[src/hw/rtl/cau_pkg.sv]
`timescale 1ns / 1ps
// ----------------------------------------------------------------------------
// Complex arithmetic unit package
// Shared defaults, request and error codes, command and state types.
// ----------------------------------------------------------------------------
package cau_pkg;

  localparam int DATA_WIDTH_DEF = 32;
  localparam int FRAC_BITS_DEF  = 16;
  localparam int EXP_WIDTH_DEF  = 16;

  localparam logic [3:0] REQ_ADD    = 4'd0;
  localparam logic [3:0] REQ_SUB    = 4'd1;
  localparam logic [3:0] REQ_MUL    = 4'd2;
  localparam logic [3:0] REQ_DIV    = 4'd3;
  localparam logic [3:0] REQ_NEGATE = 4'd4;
  localparam logic [3:0] REQ_MAG    = 4'd5;
  localparam logic [3:0] REQ_SQUARE = 4'd6;
  localparam logic [3:0] REQ_POWER  = 4'd7;
  localparam logic [3:0] REQ_EQUAL  = 4'd8;

  localparam logic [1:0] ERR_NONE         = 2'd0;
  localparam logic [1:0] ERR_DIV_ZERO     = 2'd1;
  localparam logic [1:0] ERR_ZERO_NEG_POW = 2'd2;

  // Operation class decided by the front end; K_NOP covers unused codes.
  typedef enum logic [3:0] {
    K_ADD, K_SUB, K_MUL, K_DIV, K_NEG, K_MAG, K_SQR, K_POW, K_EQ, K_NOP
  } kind_t;

  typedef struct packed {
    kind_t kind;
    logic  div_zero;
    logic  zero_neg_pow;
    logic  exp_neg;
    logic  exp_zero;
    logic  ops_equal;
  } cmd_t;

  typedef enum logic [1:0] {JOB_CMUL, JOB_DIV, JOB_MAG} job_t;

  typedef enum logic [3:0] {
    ST_IDLE, ST_PROD, ST_CMUL_END, ST_DIV_INIT, ST_DIV_RUN, ST_DIV_END,
    ST_SQRT_INIT, ST_SQRT_RUN, ST_SQRT_END, ST_PW_SKIP, ST_PW_NEXT, ST_DONE
  } state_t;

endpackage

[src/hw/rtl/cau_front.sv]
`timescale 1ns / 1ps
// ----------------------------------------------------------------------------
// Complex arithmetic unit front end
// Accepts requests, classifies them and holds them in a two-entry queue.
// ----------------------------------------------------------------------------
module cau_front import cau_pkg::*; #(
  parameter int DATA_WIDTH = DATA_WIDTH_DEF,
  parameter int EXP_WIDTH  = EXP_WIDTH_DEF,
  localparam int IN_W = ((4 + 4 * DATA_WIDTH + EXP_WIDTH + 7) / 8) * 8,
  localparam int QW   = 4 * DATA_WIDTH + EXP_WIDTH
) (
  input  logic            clk,
  input  logic            rst,
  input  logic            s_tvalid,
  output logic            s_tready,
  input  logic [IN_W-1:0] s_tdata,
  output logic            q_valid,
  input  logic            q_pop,
  output cmd_t            q_cmd,
  output logic [QW-1:0]   q_data
);

  localparam int D  = DATA_WIDTH;
  localparam int EW = EXP_WIDTH;

  logic [3:0]    req;
  logic [D-1:0]  ar, ai, br, bi;
  logic [EW-1:0] ex;
  cmd_t          cmd;
  logic          a_zero, b_zero;

  logic [QW-1:0] fdata [2];
  cmd_t          fcmd  [2];
  logic          wp, rp;
  logic [1:0]    cnt;
  logic          push;

  assign req = s_tdata[3:0];
  assign ar  = s_tdata[4 +: D];
  assign ai  = s_tdata[4 + D +: D];
  assign br  = s_tdata[4 + 2 * D +: D];
  assign bi  = s_tdata[4 + 3 * D +: D];
  assign ex  = s_tdata[4 + 4 * D +: EW];

  assign a_zero = (ar == '0) && (ai == '0);
  assign b_zero = (br == '0) && (bi == '0);

  always_comb begin
    cmd.div_zero     = b_zero;
    cmd.zero_neg_pow = a_zero && ex[EW-1];
    cmd.exp_neg      = ex[EW-1];
    cmd.exp_zero     = (ex == '0);
    cmd.ops_equal    = (ar == br) && (ai == bi);
    case (req)
      REQ_ADD:    cmd.kind = K_ADD;
      REQ_SUB:    cmd.kind = K_SUB;
      REQ_MUL:    cmd.kind = K_MUL;
      REQ_DIV:    cmd.kind = K_DIV;
      REQ_NEGATE: cmd.kind = K_NEG;
      REQ_MAG:    cmd.kind = K_MAG;
      REQ_SQUARE: cmd.kind = K_SQR;
      REQ_POWER:  cmd.kind = K_POW;
      REQ_EQUAL:  cmd.kind = K_EQ;
      default:    cmd.kind = K_NOP;
    endcase
  end

  assign s_tready = (cnt != 2'd2);
  assign push     = s_tvalid && s_tready;
  assign q_valid  = (cnt != 2'd0);
  assign q_cmd    = fcmd[rp];
  assign q_data   = fdata[rp];

  always_ff @(posedge clk) begin
    if (push) begin
      fdata[wp] <= s_tdata[4 +: QW];
      fcmd[wp]  <= cmd;
    end
  end

  always_ff @(posedge clk) begin
    if (rst) begin
      wp  <= 1'b0;
      rp  <= 1'b0;
      cnt <= 2'd0;
    end else begin
      if (push) wp <= ~wp;
      if (q_pop && q_valid) rp <= ~rp;
      if (push && !(q_pop && q_valid)) begin
        cnt <= cnt + 2'd1;
      end else if (!push && q_pop && q_valid) begin
        cnt <= cnt - 2'd1;
      end
    end
  end

endmodule

[config.mk]
export PLATFORM = sky130hd
export DESIGN_NAME = cau_front
export DESIGN_NICKNAME = d
export VERILOG_FILES = /design/src/hw/rtl/cau_pkg.sv /design/src/hw/rtl/cau_front.sv
export SDC_FILE = /design/constraint.sdc
export NUM_CORES = 1
export LEC_CHECK = 0
export BUFFER_PORTS_ARGS = -buffer_cell sky130_fd_sc_hd__buf_2
export CORE_ASPECT_RATIO = 1.4
export CORE_UTILIZATION = 30
export DETAILED_ROUTE_END_ITERATION = 16
export GPL_TIMING_DRIVEN = 0
export MAX_ROUTING_LAYER = met4
export SETUP_SLACK_MARGIN = 0.05
export SKIP_LAST_GASP = 1
export SLEW_MARGIN = 5
export SYNTH_ARGS = -nofsm -noshare
export SYNTH_HDL_FRONTEND = slang
export SYNTH_SLANG_ARGS = --single-unit
[constraint.sdc]
create_clock -name clk -period 8.7 [get_ports clk]
set_input_delay 0.435 -clock clk [delete_from_list [all_inputs] [get_ports clk]]
set_output_delay 0.435 -clock clk [all_outputs]
set_load 0.01 [all_outputs]
==> impl_metrics.json, run 1 <==
{
  "run_status": "completed",
  "fmax_mhz": 355,
  "synth_cell_type_count": 26,
  "place_congestion": 0.774,
  "cts_inserted_buffers": 30,
  "grt_pass1_vias": 7253,
  "syn_area_per_cell_um2": 19.1,
  "fin_tns_setup_ns": 0,
  "drive_gt1_share_pct": 52.7,
  "power.switching_mw": 0.860,
  "wl_met1_um": 13300,
  "die-area_mm2": 0.0415,
  "ctsResizeCount": 0,
  "p_per_area_mw_per_mm2": 227,
  "synth_top_area_share_pct": 74.8,
  "synth_fp_nets": 794,
  "std_cell_rows": 87,
  "dp.cells": 1486,
  "overflow": 0,
  "setup_viol": 0,
  "cap_violations": 0,
  "num_vias": 7141,
  "antenna_found_initial": 6,
  "hold_class": "in -> reg",
  "fp.coreArea_mm2": 0.0402,
  "skew_ns": 0.0226,
  "postCtsHoldBufs": 0,
  "cts_setup_buffers": 0,
  "cts.path.max_buffers": 3,
  "dp_hpwl_um": 27200,
  "regToRegEndpoint": "fdata[0][37]$_DFFE_PP_",
  "path_clk_slew_ns": 0.06,
  "peakVddDrop_uv": 158,
  "drt_iter0_markers": 468,
  "hold_violations": 0,
  "path_max_fanout": 10,
  "htreeDepth": 1,
  "cp-endpoint": "q_data[127]",
  "fp.dieW_um": 172,
  "rr_worst_depth": 7,
  "ys_warn_count": 0,
  "final_area_mm2": 0.0156,
  "p_int_mw": 2.68,
  "num-fill-cells": 3724,
  "holdWs_ns": 0.0704,
  "p_leak_nw": 5.66,
  "path_cells": "buf_2, buf_2, buf_4, mux2_2, buf_2",
  "tightest_slew_ns": 1.13,
  "ios": 311,
  "critPathSlowestCell": "buf_2",
  "period_share_pct": 32.3,
  "cts-root-buf": "clkbuf_16",
  "first_pass_iters": 4,
  "grt_usage_pct": 17.4,
  "yosys.area.top_type": "edfxtp_1",
  "grt_pass1_wl_um": 48800,
  "p_clk_share_pct": 36.5,
  "synth_seq_area_share_pct": 75.6,
  "drt-total-wl_um": 35800,
  "maxSlewHeadroom_pct": 23.7,
  "rsz0062_at_grt": "false",
  "arrival_ns": 2.38,
  "synthTopCellsByArea": "edfxtp_1 75%, mux2_2 14%, xor2_1 4.7%",
  "drtAntennaViolNets": 0,
  "via_per_inst": 4.62,
  "syn_area_mm2": 0.0122,
  "routedWlPerCell_um": 23.1,
  "setup.worst_path.start_class": "register",
  "fin_nets": 1140,
  "route.met3.wl_um": 2530,
  "finalCriticalPeriod_ns": 2.81,
  "critical_path_required_ns": 8.27,
  "worstReg2RegStart": "cnt[0]$_SDFFE_PP0P_",
  "drc": 0,
  "yosys_register_bits": 309,
  "critPathKind": "reg -> out",
  "highest_layer": "met4",
  "timing.critical_path.mode_cell": "buf_2",
  "placedInstanceArea_mm2": 0.0146,
  "finalNonFillerCells": 1547,
  "r2r_slack_ns": 6.29,
  "p_seq_share_pct": 49.9,
  "insertion_delay_ns": 0.58,
  "power_mw": 3.54,
  "grt_max_degree": 55,
  "p_sw_share_pct": 24.3,
  "dieHeight_um": 241,
  "cts_tree": "done",
  "wl_met2_um": 18900,
  "initial_utilization_pct": 30.4,
  "syn_to_final_growth_pct": 27.7,
  "comb_power_share_pct": 13.6,
  "cts_sinks": 309,
  "numPortBuffers": 306,
  "finalMaxSlewViolations": 0,
  "crit_path_end_kind": "output pin",
  "max_stage_delay_ns": 0.39,
  "synthCells": 638
}
[state kept, by name, summed over array words and instances (netlist names), named ones only]
name and count:
cnt 2, fcmd 18, fdata 286, rp 1
wp 1
[power by group through the flow]
stage | clock (mW) | sequential [mW] | combinational, mW
floorplan | 0 | 1.81 | 0.230
global placement | 0 | 1.83 | 0.467
detailed placement | 0 | 1.80 | 0.489
CTS | 1.32 | 1.77 | 0.491
global route | 1.38 | 1.77 | 0.515
finish | 1.29 | 1.77 | 0.481
[kinds of logic after synthesis]
logic type                share of synthesized area [%]
AOI/OAI and AO/OA                                 0.195
xor gates and xnor gates                           4.74
DFF                                                75.6
muxes                                              14.1
buffers and inverters                             0.923
and+or+nand+nor                                    4.41
[worst min-delay path by stage]
stage / startpoint / cells after the start / to / slack [ns]
after floorplan: rp$_SDFFE_PP0P_ / 2 / register / 0.47
after global placement: rp$_SDFFE_PP0P_ / 2 / rp$_SDFFE_PP0P_ / 0.49
after detailed placement: rp$_SDFFE_PP0P_ / 2 / rp$_SDFFE_PP0P_ / 0.50
after CTS: s_tdata[141] / 1 / fdata[1][137]$_DFFE_PP_ / 0.03
after global routing: s_tdata[141] / 1 / fdata[1][137]$_DFFE_PP_ / 0.04
final: s_tdata[141] / 1 / fdata[1][137]$_DFFE_PP_ / 0.07
[stage by stage]
stage                     utilization (%)  worst slack, ns
after floorplan                         -             1.04
after global placement               35.9            -3.29
after detailed placement             36.4             5.98
after CTS                            38.8             5.80
after global routing                 38.8             5.75
final                                38.8             5.89
[layout by cell type (no fill, tap or decap), drive strengths merged, types with 2 or more instances in the layout]
cell type and instances:
buf 332, nand4 10, xor2 66, clkbuf 34, mux2 152, clkinvlp 2, nand3 2, nor4 53
nor2b 2, bufinv 3, diode 7, dfxtp 5, inv 2, nand2 2, edfxtp 304, and4 2
clkinv 13, nor2 8, nand2b 3
[final cells by class]
cell class | instances | area (um^2) | area share [%]
antenna | 7 | 17.5 | 0.112
buffer | 18 | 113 | 0.722
clock buffer | 34 | 787 | 5.05
clock inverter | 20 | 176 | 1.13
multi-input combinational | 311 | 2870 | 18.4
sequential | 309 | 9230 | 59.2
tap | 534 | 668 | 4.29
timing repair buffer | 314 | 1720 | 11.0
[synthesized netlist by cell type]
library cell and instances:
buf_2 9, mux2_2 152, nand2_1 2, mux2i_1 1
a31oi_1 1, o21ai_0 1, or2_2 1, edfxtp_1 304
nor4_1 52, a21oi_1 1, nor4b_1 1, and3_1 1
nor2_1 8, nor3_1 1, and4_1 2, nand4_1 10
nor4_2 1, nand2b_1 3, nand3_1 2, nor2b_1 2
a211oi_1 1, buf_4 9, nand3b_1 1, dfxtp_1 5
xor2_1 66, nor3b_1 1
[routing by layer]
layer / global-route usage [%] / vias to the layer above
li1: - / 3249
met1: 18.9 / 3585
met2: 30.6 / 262
met3: 3.71 / 45
met5: - / -
met4: 6.84 / 0
[critical path, delay by kind of cell, from the launching register on]
family / cells / cell delay (ns)
buffers and inverters: 4 / 1.14
DFF: 1 / 0.30
muxes: 1 / 0.37
Note: power is estimated with default switching activity, not from simulation.
==> inputs of run 2 (changes only) <==
--- a/config.mk
+++ b/config.mk
@@ -5,6 +5,7 @@
 export SDC_FILE = /design/constraint.sdc
 export NUM_CORES = 1
 export LEC_CHECK = 0
+export ABC_AREA = 1
 export BUFFER_PORTS_ARGS = -buffer_cell sky130_fd_sc_hd__buf_2
 export CORE_ASPECT_RATIO = 1.4
 export CORE_UTILIZATION = 30
==> constraint.sdc (replaced) <==
create_clock -name clk -period 2.94 [get_ports clk]
set_input_delay 0.147 -clock clk [delete_from_list [all_inputs] [get_ports clk]]
set_output_delay 0.147 -clock clk [all_outputs]
set_load 0.01 [all_outputs]
==> run 2 against run 1 <==
Clock skew decreased by 0.010 ns. Synthesized area increased by 5.2%. Global-route usage decreased by 2.0 points. Critical path depth unchanged. Critical endpoint is now q_data[143]. Largest cell class unchanged.
==> impl_metrics.json, run 2 <==
{
  "via_per_inst": 4.43,
  "finalMaxSlewViolations": 0,
  "setup.worst_path.start_class": "register",
  "fin_nets": 1426,
  "insertion_delay_ns": 0.57,
  "fin_ws_ns": 0.756,
  "drtAntennaViolNets": 0,
  "num_vias": 8150,
  "die-area_mm2": 0.0436,
  "synth_fp_nets": 922,
  "worstHoldStart": "s_tdata[138]",
  "antenna_cells": 0,
  "finalCriticalPeriod_ns": 2.18,
  "synth_edf_count": 304,
  "routedWlPerCell_um": 18.0,
  "grt_usage_pct": 15.4,
  "power_mw": 11.0,
  "cts_tree": "done",
  "setup_viol": 0,
  "critical_path_required_ns": 2.79,
  "rr_worst_depth": 6,
  "cap_violations": 0,
  "dp.cells": 1630,
  "top_register": "fdata",
  "worstReg2RegStart": "cnt[0]$_SDFFE_PP0P_",
  "peakVddDrop_uv": 566,
  "ys_warn_count": 0,
  "postCtsHoldBufs": 153,
  "synth.cells.most_frequent": "304 x edfxtp_1, 99 x nand2_1, 80 x mux2_4, 72 x mux2_2, 65 x nor2_1",
  "holdWs_ns": 0.325,
  "fp.dieW_um": 177,
  "cts_sinks": 309,
  "tightest_slew_ns": 0.548,
  "dp_hpwl_um": 23400,
  "path_max_fanout": 10,
  "maxSlewHeadroom_pct": 63.1,
  "run_status": "completed",
  "cts-root-buf": "clkbuf_16",
  "hold_end": "fdata[1][134]$_DFFE_PP_",
  "grt_max_degree": 29,
  "p_leak_nw": 6.84,
  "regToRegEndpoint": "fdata[1][46]$_DFFE_PP_",
  "p_per_area_mw_per_mm2": 612,
  "placedInstanceArea_mm2": 0.0153,
  "cts_inserted_buffers": 31,
  "std_cell_rows": 89,
  "initial_utilization_pct": 30.4,
  "fin_tns_setup_ns": 0,
  "syn_area_per_cell_um2": 16.8,
  "first_pass_iters": 4,
  "final_area_mm2": 0.0180,
  "hold_class": "in -> reg",
  "critPathKind": "reg -> out",
  "drt-total-wl_um": 33100,
  "syn_area_mm2": 0.0128,
  "fin_util_pct": 42.6,
  "yosysMostFrequentCell": "edfxtp_1",
  "grt_pass1_wl_um": 48900,
  "synth-main-ff-cell": "edfxtp_1",
  "hold_violations": 0,
  "overflow": 0,
  "period_share_pct": 74.3,
  "drt_iter0_markers": 302,
  "fp.coreArea_mm2": 0.0422,
  "ios": 311,
  "finalNonFillerCells": 1841,
  "hold_depth": 2,
  "yosys.area.top_type": "edfxtp_1",
  "drive_gt1_share_pct": 42.3,
  "fmax_mhz": 458,
  "synth_cell_type_count": 22,
  "cts_setup_buffers": 0,
  "dieHeight_um": 247,
  "path_clk_slew_ns": 0.06,
  "ctsResizeCount": 0,
  "grt_pass1_vias": 8401,
  "arrival_ns": 2.04,
  "largest_register_ff_count": 286,
  "crit_path_end_kind": "output pin",
  "skew_ns": 0.0124,
  "htreeDepth": 1,
  "antenna_found_initial": 0,
  "syn_to_final_growth_pct": 39.9,
  "layout_common_cells": "313 x buf_2, 304 x edfxtp_1, 153 x dlygate4sd3_1, 98 x nand2_1, 80 x mux2_4",
  "async_reset_ff_share_pct": 0,
  "r2r_slack_ns": 1.09,
  "num-fill-cells": 3794,
  "place_congestion": 0.794,
  "synth_top_area_share_pct": 71.1,
  "cts.path.max_buffers": 3,
  "largest_registers": "fdata x286, fcmd x18, cnt x2",
  "final_common_cell": "buf_2",
  "numPortBuffers": 306,
  "synth_seq_area_share_pct": 71.9,
  "synthCells": 766,
  "dp_slack_ns": 1.05,
  "rsz0062_at_grt": "false",
  "synthTopCellsByArea": "edfxtp_1 71%, mux2_4 9.4%, mux2_2 6.3%",
  "yosys_register_bits": 309,
  "drc": 0
}
## run 2: changes by cell type after synthesis, moves of 28 or more
cell and delta:
xor2_1 -65, mux2_4 +80, nor4_1 -30, xnor2_1 +54
mux2_2 -80, nand2_1 +97, nor2_1 +57, inv_1 +28
## run 2: area by class of cell
class	instances	area (um^2)	share of cell area [%]
Multi-Input combinational cell	411	3380	18.8
Buffer	18	155	0.864
Clock inverter	25	320	1.78
Sequential cell	309	9230	51.4
Timing Repair Buffer	471	3300	18.4
Inverter	28	105	0.585
Clock buffer	33	783	4.36
Tap cell	546	683	3.80
## run 2: kinds of logic after synthesis
family / Yosys count / synth area share, %
AOI/OAI and AO/OA: 9 / 0.409
buffers and inverters: 46 / 2.03
and+or+nand+nor: 195 / 6.27
xor gates and xnor gates: 55 / 3.75
muxes: 152 / 15.7
DFF: 309 / 71.9
## run 2: layer usage
metal / vias to the layer above / part of all wire [%] / global-route usage, %
li1: 3833 / - / -
met1: 4021 / 37 / 16.1
met2: 224 / 55 / 28.4
met3: 72 / 4.1 / 2.14
met4: 0 / 3.9 / 6.77
met5: - / 0 / -
## run 2: worst max path at each step
| stage | start | to | slack [ns] | depth (start not counted) |
|---|---|---|---|---|
| 4_1_cts | register | q_data[143] | 0.68 | 5 |
| 3_5_place_dp | cnt[1]$_SDFFE_PP0P_ | fdata[1][118]$_DFFE_PP_ | 1.05 | 7 |
| 5_1_grt | register | q_data[143] | 0.65 | 5 |
| 2_1_floorplan | cnt[1]$_SDFFE_PP0P_ | fcmd[1][0]$_DFFE_PP_ | -0.32 | 5 |
| 3_3_place_gp | cnt[1]$_SDFFE_PP0P_ | fdata[1][134]$_DFFE_PP_ | -1.87 | 5 |
| 6_report | register | q_data[143] | 0.76 | 5 |
## run 2: where the power goes
group	internal, mW	total (mW)	switching, mW
clock network	2.55	4.26	1.71
registers	5.13	5.19	0.0578
logic	0.773	1.55	0.779
## run 2: worst max-delay path: stages (launching register included)
cell and delay, ns:
dfxtp_1 0.32, buf_6 0.16, buf_2 0.31, mux2_2 0.41, buf_4 0.14, buf_2 0.13
